File: config.mk
export PLATFORM = sky130hd
export DESIGN_NAME = ensemble_predicate_count_fuzzy
export DESIGN_NICKNAME = d
export VERILOG_FILES = /design/src/design/epcf_pkg.sv /design/src/design/ensemble_predicate_count_fuzzy.sv /design/src/design/epcf_front.sv /design/src/design/epcf_queue.sv /design/src/design/epcf_back.sv
export VERILOG_INCLUDE_DIRS = /design/src /design/src/design
export SDC_FILE = /design/constraint.sdc
export NUM_CORES = 1
export LEC_CHECK = 0
export ABC_CLOCK_PERIOD_IN_PS = 7200
export BUFFER_PORTS_ARGS = -buffer_cell sky130_fd_sc_hd__buf_2
export CORE_MARGIN = 8
export CORE_UTILIZATION = 41
export CTS_BUF_LIST = sky130_fd_sc_hd__clkbuf_16
export DETAILED_ROUTE_END_ITERATION = 16
export GPL_TIMING_DRIVEN = 1
export PLACE_DENSITY = 0.68
export SLEW_MARGIN = 20
export SYNTH_ARGS = -nofsm -noshare
export SYNTH_HDL_FRONTEND = slang
export SYNTH_SLANG_ARGS = --single-unit
File: constraint.sdc
create_clock -name clk -period 7.2 [get_ports clk]
set_input_delay 0.72 -clock clk [delete_from_list [all_inputs] [get_ports clk]]
set_output_delay 0.72 -clock clk [all_outputs]
set_load 0.005 [all_outputs]
File: src/design/ensemble_predicate_count_fuzzy_assert.svh
// ----------------------------------------------------------------------------
// Assertion macros for the ensemble predicate counter
// Clocked on clk, disabled while rst is high.
// ----------------------------------------------------------------------------
`ifndef ENSEMBLE_PREDICATE_COUNT_FUZZY_ASSERT_SVH
`define ENSEMBLE_PREDICATE_COUNT_FUZZY_ASSERT_SVH

// condition holds at every edge
`define EPCF_ASSERT_ALWAYS(name, cond, msg) \
  name: assert property (@(posedge clk) disable iff (rst) (cond)) else $error(msg);

// antecedent implies consequent in the same cycle
`define EPCF_ASSERT_IMP(name, ante, cons, msg) \
  name: assert property (@(posedge clk) disable iff (rst) (ante) |-> (cons)) else $error(msg);

// antecedent implies consequent in the next cycle
`define EPCF_ASSERT_NEXT(name, ante, cons, msg) \
  name: assert property (@(posedge clk) disable iff (rst) (ante) |=> (cons)) else $error(msg);

`endif

File: src/design/epcf_pkg.sv
// ----------------------------------------------------------------------------
// epcf_pkg
// Shared types and constants of the ensemble predicate counter.
// ----------------------------------------------------------------------------
`default_nettype none

package epcf_pkg;

  localparam int MAX_MEMBERS = 64;
  localparam int CNT_W       = 7;
  localparam int VAL_W       = 32;
  localparam int MODE_W      = 3;
  localparam int MEMB_W      = 17;
  localparam int QUOT_W      = 16;
  localparam logic [MEMB_W-1:0] ONE_Q16 = MEMB_W'(65536);

  localparam int QDEPTH = 4;
  localparam int PTR_W  = $clog2(QDEPTH);
  localparam int LVL_W  = $clog2(QDEPTH + 1);

  localparam int ADDR_W = 4;
  localparam int DATA_W = 32;

  // register indexes
  localparam logic [1:0] REG_MODE  = 2'd0;
  localparam logic [1:0] REG_VALUE = 2'd1;
  localparam logic [1:0] REG_LOW   = 2'd2;
  localparam logic [1:0] REG_HIGH  = 2'd3;

  // compare operators
  localparam logic [MODE_W-1:0] CMP_GT = 3'd0;
  localparam logic [MODE_W-1:0] CMP_GE = 3'd1;
  localparam logic [MODE_W-1:0] CMP_LT = 3'd2;
  localparam logic [MODE_W-1:0] CMP_LE = 3'd3;
  localparam logic [MODE_W-1:0] CMP_EQ = 3'd4;
  localparam logic [MODE_W-1:0] CMP_NE = 3'd5;

  typedef struct packed {
    logic [MODE_W-1:0]       mode;
    logic signed [VAL_W-1:0] value;
    logic [CNT_W-1:0]        low;
    logic [CNT_W-1:0]        high;
  } cfg_t;

  // one finished point: count plus bounds in force at its end
  typedef struct packed {
    logic [CNT_W-1:0] count;
    logic [CNT_W-1:0] low;
    logic [CNT_W-1:0] high;
  } point_t;

endpackage

`default_nettype wire

File: src/design/ensemble_predicate_count_fuzzy.sv
// ----------------------------------------------------------------------------
// ensemble_predicate_count_fuzzy
// Counts members of each grid point that pass a threshold test and emits
// the count with a fuzzy membership value in Q1.16.
// ----------------------------------------------------------------------------
//  channel  | dir | handshake          | payload
//  s_*      | in  | s_tvalid/s_tready  | tdata member_value, tlast last_member
//  m_*      | out | m_tvalid/m_tready  | tdata membership, pass_count
//  apb      | in  | psel/penable/pwrite| 4 regs at 4*i, pready always high
//
//  Members are taken one per cycle while the point queue has room.
//  Each point then goes through the divider (one quotient bit per
//  cycle), unless the bounds settle the result directly.
//  A four-entry point queue lets counting run ahead of the divider.
//  Synchronous reset clears registers, count, queue and divider state.
// ----------------------------------------------------------------------------
`default_nettype none

module ensemble_predicate_count_fuzzy
  import epcf_pkg::*;
(
  input  wire logic                     clk,
  input  wire logic                     rst,
  input  wire logic                     s_tvalid,
  output logic                          s_tready,
  input  wire logic [VAL_W-1:0]         s_tdata,   // [31:0] member_value
  input  wire logic                     s_tlast,   // last_member
  output logic                          m_tvalid,
  input  wire logic                     m_tready,
  output logic [MEMB_W+CNT_W-1:0]       m_tdata,   // [16:0] membership, [23:17] pass_count
  input  wire logic                     psel,
  input  wire logic                     penable,
  input  wire logic                     pwrite,
  input  wire logic [ADDR_W-1:0]        paddr,
  input  wire logic [DATA_W-1:0]        pwdata,
  output logic [DATA_W-1:0]             prdata,
  output logic                          pready
);

  cfg_t   cfg;
  logic   cfg_wr;
  logic   q_full;
  logic   q_valid;
  logic   push;
  logic   pop;
  point_t push_data;
  point_t q_data;

  assign pready = 1'b1;
  assign cfg_wr = psel && penable && pwrite && pready;

  always_ff @(posedge clk) begin
    if (rst) begin
      cfg.mode  <= '0;
      cfg.value <= '0;
      cfg.low   <= '0;
      cfg.high  <= '0;
    end else if (cfg_wr) begin
      case (paddr[3:2])
        REG_MODE:  cfg.mode  <= pwdata[MODE_W-1:0];
        REG_VALUE: cfg.value <= $signed(pwdata[VAL_W-1:0]);
        REG_LOW:   cfg.low   <= pwdata[CNT_W-1:0];
        REG_HIGH:  cfg.high  <= pwdata[CNT_W-1:0];
        default: ;
      endcase
    end
  end

  always_comb begin
    case (paddr[3:2])
      REG_MODE:  prdata = DATA_W'(cfg.mode);
      REG_VALUE: prdata = DATA_W'(cfg.value);
      REG_LOW:   prdata = DATA_W'(cfg.low);
      REG_HIGH:  prdata = DATA_W'(cfg.high);
      default:   prdata = '0;
    endcase
  end

  epcf_front u_front (
    .clk       (clk),
    .rst       (rst),
    .cfg       (cfg),
    .s_tvalid  (s_tvalid),
    .s_tready  (s_tready),
    .s_tdata   ($signed(s_tdata)),
    .s_tlast   (s_tlast),
    .q_full    (q_full),
    .push      (push),
    .push_data (push_data)
  );

  epcf_queue u_queue (
    .clk   (clk),
    .rst   (rst),
    .push  (push),
    .din   (push_data),
    .pop   (pop),
    .full  (q_full),
    .valid (q_valid),
    .dout  (q_data)
  );

  epcf_back u_back (
    .clk      (clk),
    .rst      (rst),
    .q_valid  (q_valid),
    .q_data   (q_data),
    .pop      (pop),
    .m_tvalid (m_tvalid),
    .m_tready (m_tready),
    .m_tdata  (m_tdata)
  );

endmodule

`default_nettype wire

File: src/design/epcf_front.sv
// ----------------------------------------------------------------------------
// epcf_front
// Compares each member against the threshold and counts passes; pushes
// the finished point into the queue on the last member.
// ----------------------------------------------------------------------------
`default_nettype none

module epcf_front
  import epcf_pkg::*;
(
  input  wire logic                    clk,
  input  wire logic                    rst,
  input  wire cfg_t                    cfg,
  input  wire logic                    s_tvalid,
  output logic                         s_tready,
  input  wire logic signed [VAL_W-1:0] s_tdata,   // member_value
  input  wire logic                    s_tlast,   // last_member
  input  wire logic                    q_full,
  output logic                         push,
  output point_t                       push_data
);

  `include "ensemble_predicate_count_fuzzy_assert.svh"

  logic [CNT_W-1:0] running_count;
  logic [CNT_W-1:0] count_next;
  logic             passes;
  logic             accept;

  always_comb begin
    case (cfg.mode)
      CMP_GT:  passes = s_tdata >  cfg.value;
      CMP_GE:  passes = s_tdata >= cfg.value;
      CMP_LT:  passes = s_tdata <  cfg.value;
      CMP_LE:  passes = s_tdata <= cfg.value;
      CMP_EQ:  passes = s_tdata == cfg.value;
      CMP_NE:  passes = s_tdata != cfg.value;
      default: passes = 1'b0;
    endcase
  end

  assign s_tready = !q_full;
  assign accept   = s_tvalid && s_tready;

  assign count_next = (passes && (running_count < CNT_W'(MAX_MEMBERS))) ?
                      running_count + 1'b1 : running_count;

  assign push            = accept && s_tlast;
  assign push_data.count = count_next;
  assign push_data.low   = cfg.low;
  assign push_data.high  = cfg.high;

  always_ff @(posedge clk) begin
    if (rst) begin
      running_count <= '0;
    end else if (accept) begin
      running_count <= s_tlast ? '0 : count_next;
    end
  end

  `EPCF_ASSERT_IMP(a_no_push_full, q_full, !push, "point pushed into full queue")

endmodule

`default_nettype wire

File: src/design/epcf_queue.sv
// ----------------------------------------------------------------------------
// epcf_queue
// Short FIFO of finished points between counter and divider.
// ----------------------------------------------------------------------------
`default_nettype none

module epcf_queue
  import epcf_pkg::*;
(
  input  wire logic   clk,
  input  wire logic   rst,
  input  wire logic   push,
  input  wire point_t din,
  input  wire logic   pop,
  output logic        full,
  output logic        valid,
  output point_t      dout
);

  `include "ensemble_predicate_count_fuzzy_assert.svh"

  point_t            entries [QDEPTH];
  logic [PTR_W-1:0]  wr_ptr;
  logic [PTR_W-1:0]  rd_ptr;
  logic [LVL_W-1:0]  level;
  logic              do_push;
  logic              do_pop;

  assign full    = (level == LVL_W'(QDEPTH));
  assign valid   = (level != '0);
  assign dout    = entries[rd_ptr];
  assign do_push = push && !full;
  assign do_pop  = pop && valid;

  always_ff @(posedge clk) begin
    if (do_push) begin
      entries[wr_ptr] <= din;
    end
  end

  always_ff @(posedge clk) begin
    if (rst) begin
      wr_ptr <= '0;
      rd_ptr <= '0;
      level  <= '0;
    end else begin
      if (do_push) begin
        wr_ptr <= (wr_ptr == PTR_W'(QDEPTH - 1)) ? '0 : wr_ptr + 1'b1;
      end
      if (do_pop) begin
        rd_ptr <= (rd_ptr == PTR_W'(QDEPTH - 1)) ? '0 : rd_ptr + 1'b1;
      end
      if (do_push && !do_pop) begin
        level <= level + 1'b1;
      end else if (do_pop && !do_push) begin
        level <= level - 1'b1;
      end
    end
  end

  `EPCF_ASSERT_ALWAYS(a_level_range, level <= LVL_W'(QDEPTH), "queue level past depth")

endmodule

`default_nettype wire

File: src/design/epcf_back.sv
// ----------------------------------------------------------------------------
// epcf_back
// Takes finished points, works out the clamped membership ratio with a
// one-bit-per-cycle restoring divider, and holds the result for transfer.
// ----------------------------------------------------------------------------
`default_nettype none

module epcf_back
  import epcf_pkg::*;
(
  input  wire logic   clk,
  input  wire logic   rst,
  input  wire logic   q_valid,
  input  wire point_t q_data,
  output logic        pop,
  output logic        m_tvalid,
  input  wire logic   m_tready,
  output logic [MEMB_W+CNT_W-1:0] m_tdata   // membership, pass_count
);

  `include "ensemble_predicate_count_fuzzy_assert.svh"

  typedef enum logic [2:0] {
    S_IDLE = 3'b001,
    S_DIV  = 3'b010,
    S_DONE = 3'b100
  } state_t;

  state_t                 state;
  logic [CNT_W-1:0]       count;
  logic [MEMB_W-1:0]      result;
  logic [CNT_W:0]         divisor;
  logic [CNT_W:0]         rem;
  logic [QUOT_W-1:0]      numer;
  logic [QUOT_W-1:0]      quot;
  logic [3:0]             step;

  logic                   out_valid;
  logic [MEMB_W-1:0]      out_memb;
  logic [CNT_W-1:0]       out_count;

  logic signed [CNT_W:0]  d;
  logic signed [CNT_W:0]  r;
  logic [CNT_W-1:0]       ad;
  logic [CNT_W-1:0]       ar;
  logic [CNT_W+1:0]       trial;
  logic                   qbit;
  logic                   out_free;

  assign d  = $signed({1'b0, q_data.count}) - $signed({1'b0, q_data.low});
  assign r  = $signed({1'b0, q_data.high}) - $signed({1'b0, q_data.low});
  assign ad = d[CNT_W] ? CNT_W'(-d) : d[CNT_W-1:0];
  assign ar = r[CNT_W] ? CNT_W'(-r) : r[CNT_W-1:0];

  assign trial = {rem, numer[QUOT_W-1]};
  assign qbit  = (trial >= {1'b0, divisor});

  assign pop      = (state == S_IDLE) && q_valid;
  assign out_free = !out_valid || m_tready;

  always_ff @(posedge clk) begin
    if (rst) begin
      state <= S_IDLE;
    end else begin
      case (state)
        S_IDLE: begin
          if (q_valid) begin
            count <= q_data.count;
            if (r == '0) begin
              result <= (d > 0) ? ONE_Q16 : '0;
              state  <= S_DONE;
            end else if ((d == '0) || (d[CNT_W] != r[CNT_W])) begin
              result <= '0;
              state  <= S_DONE;
            end else if (ad >= ar) begin
              result <= ONE_Q16;
              state  <= S_DONE;
            end else begin
              // (2*ad*2^16 + ar) / (2*ar); top part 2*ad is below divisor
              rem     <= {ad, 1'b0};
              divisor <= {ar, 1'b0};
              numer   <= QUOT_W'(ar);
              quot    <= '0;
              step    <= 4'(QUOT_W - 1);
              state   <= S_DIV;
            end
          end
        end
        S_DIV: begin
          rem   <= qbit ? (CNT_W+1)'(trial - {1'b0, divisor}) : trial[CNT_W:0];
          numer <= {numer[QUOT_W-2:0], 1'b0};
          quot  <= {quot[QUOT_W-2:0], qbit};
          if (step == '0) begin
            result <= {1'b0, quot[QUOT_W-2:0], qbit};
            state  <= S_DONE;
          end else begin
            step <= step - 1'b1;
          end
        end
        S_DONE: begin
          if (out_free) begin
            state <= S_IDLE;
          end
        end
        default: state <= S_IDLE;
      endcase
    end
  end

  always_ff @(posedge clk) begin
    if (rst) begin
      out_valid <= 1'b0;
    end else if ((state == S_DONE) && out_free) begin
      out_valid <= 1'b1;
    end else if (m_tready) begin
      out_valid <= 1'b0;
    end
  end

  always_ff @(posedge clk) begin
    if ((state == S_DONE) && out_free) begin
      out_memb  <= result;
      out_count <= count;
    end
  end

  assign m_tvalid = out_valid;
  assign m_tdata  = {out_count, out_memb};

  `EPCF_ASSERT_NEXT(a_load_out, (state == S_DONE) && out_free, m_tvalid, "result not loaded")
  `EPCF_ASSERT_IMP(a_memb_range, out_valid, out_memb <= ONE_Q16, "membership above one")
  `EPCF_ASSERT_IMP(a_pop_idle, pop, state == S_IDLE, "point taken while busy")

endmodule

`default_nettype wire

==> results.md <==
- Status: complete, no violations
- Comb power frac: 0.357
- Fillers: 2,624
- Inserted Diodes: 0
- Worst setup SP type: register
- Setup TNS: 0 ns
- Tcrit/Tclk final: 0.818
- Register-to-register setup slack: between 1 and 1.5 ns
- Clock power frac: 0.247
- RSZ-0062 raised after global routing: false
- Bufs on Longest Clock Path: 3
- Worst Setup EP: u_back.divisor[6]
- Number of flops mapped to enable cells by yosys: 182
- Via count: about 7,500
- Sequential power share: 0.396
- Synth warn: 0
- Post-synth ARST share: 0
- Worst Reg-to-Reg Cells: 20
- DR pass1 iterations: 4
- H-tree depth: 1
- Area growth syn-to-layout: 16.4%
- TritonCTS Buffers: 27
- Post-Syn Nets: 1,125
- Pwr dens: 385 mW/mm^2
- Core area: 0.0285 mm^2
- Routed vias/inst: 4.95
- Die Wd: 186 um
- Pins Over Slew Limit: 0
- DR iter-0 viols: roughly 360
- Number of global-route vias before repair: between 7,000 and 8,000
- HPWL after DPL: 16,800 um
- Final Hold Viols: 0
- Global route overflow: 0
- GP Congestion: roughly 0.8
- Multi-input logic area: 0.00454 mm^2
- Hold-fix buffers at CTS: 0
- WL/cell: approximately 15 um
- Root Buffer: clkbuf_16
- Starting Density: 0.414
- Worst endpoint data arrival time: ~6.1 ns
- WHS Path Cells: 0
- Critical path type: reg -> reg
- Layout cells sized above 1: 0.209
- FF+latch count, synth: 251
- Reg area: 0.00685 mm^2
- Mapped Avg Cell Area: between 10 and 15 um^2
- Minimum clock period: between 5 and 6 ns
- Nets: 1,260
- Post_cts resized: 0
- Net Sw Frac: 0.325
- Worst skew pair latency: 0.53 ns
- Setup-failing EPs final: 0
- Die area: between 0.03 and 0.04 mm^2
- Largest net degree at the start of global routing: slightly above 70
- Initial antenna violation count: 0
- Reg-to-Reg End: u_back.divisor[6]
- Leak Pwr: around 5.3 nW
- WL final: around 23,000 um
- Die height: 186 um
- Rel. slew slack: 0.284
- Fmax: 0.170 GHz
- Synth Instances: 975
- Mapped cell area: 0.0118 mm^2
- Post-CTS Setup Inserts: 0
- First-pass GRT wire length: 38,500 um
- Seq/Total Area, Yosys: 0.579
- Main synth FF type: edfxtp_1
- Clock Skew: 0.0135 ns
- Clk pin slew, worst setup/hold paths: 0.06 ns
- Critical path capture point type: register
- Synth unique cells: 67
- Antenna-violating nets left: 0
- Min-delay worst type: reg -> reg
- # DRC: 0
- TritonCTS clock tree: yes
- VDD IR max: between 0.2 and 0.25 mV
- PortBufs: 131
- Psw: approximately 0.0017 W
- Clock sink count: approximately 250
- Total GRT Usage: 0.136
- IO Pins: 135
- Cell Int Power: 0.00358 W
- Crit Path Max Fanout: 10
- Max cap viols: 0
- Row cnt: between 60 and 70
- Hold WS: around 0.42 ns
- Worst Path Required: roughly 7.4 ns
- Slew @ Worst Pin: between 1 and 1.5 ns
metal layers:
metal	wire length, um	share of wire	global-route usage	vias to the layer above
met3	1710	0.074	0.0406	28
met2	10800	0.47	0.231	161
met1	10200	0.44	0.169	3554
li1	-	-	-	3756
met4	382	0.017	0.0289	0
met5	0	0	0	-
worst min-delay path by stage:
stage,from,end
floorplan,u_back.count[0],u_back.out_count[0]
global placement,u_back.result[10],u_back.out_memb[10]
detailed placement,u_back.result[0],u_back.out_memb[0]
CTS,pwdata[21],cfg[35]
global route,pwdata[21],cfg[35]
finish,u_back.result[0],u_back.out_memb[0]
logic make-up (layout without fill, tap and decap cells):
group	Yosys count	count (layout)	share of synthesized area
compound gates	146	146	0.0776
fa+ha+maj	74	74	0.0809
buf+inv	113	268	0.0385
mux	53	53	0.0711
xor+xnor	28	28	0.0207
other cells	1	1	0.000317
simple gates	309	309	0.131
flops	251	251	0.579
stage by stage:
| stage | cell area (um^2) | util | power, W | setup slack (ns) | instances |
|---|---|---|---|---|---|
| 4_1_cts | 13700 | 0.482 | 0.00537 | 1.16 | 1514 |
| 3_5_place_dp | 12900 | 0.452 | 0.00404 | 1.19 | 1465 |
| 2_1_floorplan | 11800 | - | 0.00357 | 0.210 | 975 |
| 3_3_place_gp | 12900 | 0.452 | 0.00399 | 1.27 | 1465 |
| 5_1_grt | 13800 | 0.482 | 0.00570 | 0.707 | 1514 |
| 6_report | 13800 | 0.482 | 0.00530 | 1.31 | 1514 |
registers in the layout, summed over array words and instances, names as in the netlist, 3 cells and up, named ones only:
register               flops
u_back.state               3
u_back.out_count           7
u_back.result             17
u_queue.level              3
u_queue.entries           84
u_front.running_count      7
u_back.quot               15
u_back.count               7
u_back.out_memb           17
u_back.numer              16
u_back.rem                 8
cfg                       49
u_back.divisor             7
u_back.step                4
power groups by stage:
stage	Sequential, W	Combinational, W	Clock, W
6_report	0.00210	0.00189	0.00131
5_1_grt	0.00213	0.00216	0.00140
4_1_cts	0.00211	0.00192	0.00134
3_5_place_dp	0.00214	0.00191	0
3_3_place_gp	0.00213	0.00187	0
2_1_floorplan	0.00210	0.00147	0
worst max-delay path, stage by stage (launching register included):
cell and delay (ns):
dfxtp_1 0.74, mux4_2 0.58, inv_1 0.18, ha_1 0.26, nor2b_1 0.12, o21ai_0 0.22, a21oi_1 0.13, o21ai_0 0.25
nand2_1 0.11, a31oi_2 0.44, nor2_1 0.08, a21oi_1 0.25, ha_1 0.28, a21o_1 0.15, a21o_1 0.17, a21o_1 0.17
a21o_1 0.17, a211oi_1 0.22, o32a_1 0.18, nand3_1 0.24, nor2_1 0.55
synthesized netlist by cell type (5+ instances only):
library cell / count / share of area
nand3_1: 6 / 0.0025
clkbuf_1: 29 / 0.0092
dfxtp_1: 69 / 0.12
nor2_1: 60 / 0.019
mux2i_1: 21 / 0.018
nand2b_1: 9 / 0.0048
mux4_2: 24 / 0.046
and3_1: 10 / 0.0053
nor3_1: 16 / 0.0068
nand4_1: 10 / 0.0053
and2_1: 52 / 0.028
xor2_1: 8 / 0.0059
nand2_1: 106 / 0.034
edfxtp_1: 182 / 0.46
nor3b_1: 7 / 0.0044
o21ai_0: 22 / 0.0093
ha_1: 70 / 0.074
a211oi_1: 5 / 0.0032
nor2b_1: 8 / 0.0042
mux2_2: 8 / 0.0076
a21oi_1: 68 / 0.029
inv_1: 78 / 0.025
xnor2_1: 20 / 0.015
a21o_1: 11 / 0.0070
cell usage in the layout (no fill, tap or decap), drive strengths merged, types with 20 or more instances in the layout:
cell type and count:
edfxtp 182, buf 141, nand2 106, inv 87, ha 70, dfxtp 69, a21oi 68, nor2 61
and2 52, clkbuf 27, mux4 24, o21ai 22, mux2i 21, xnor2 20
cell type report:
cell class              instances  area share
multi-input cells             611       0.330
repair buffers                141      0.0540
flip-flops and latches        251       0.498
clock buffers                  27      0.0491
inverters                      78      0.0213
well taps                     384      0.0349
clock inverters                22      0.0125
(Power assumes the default switching activity.)
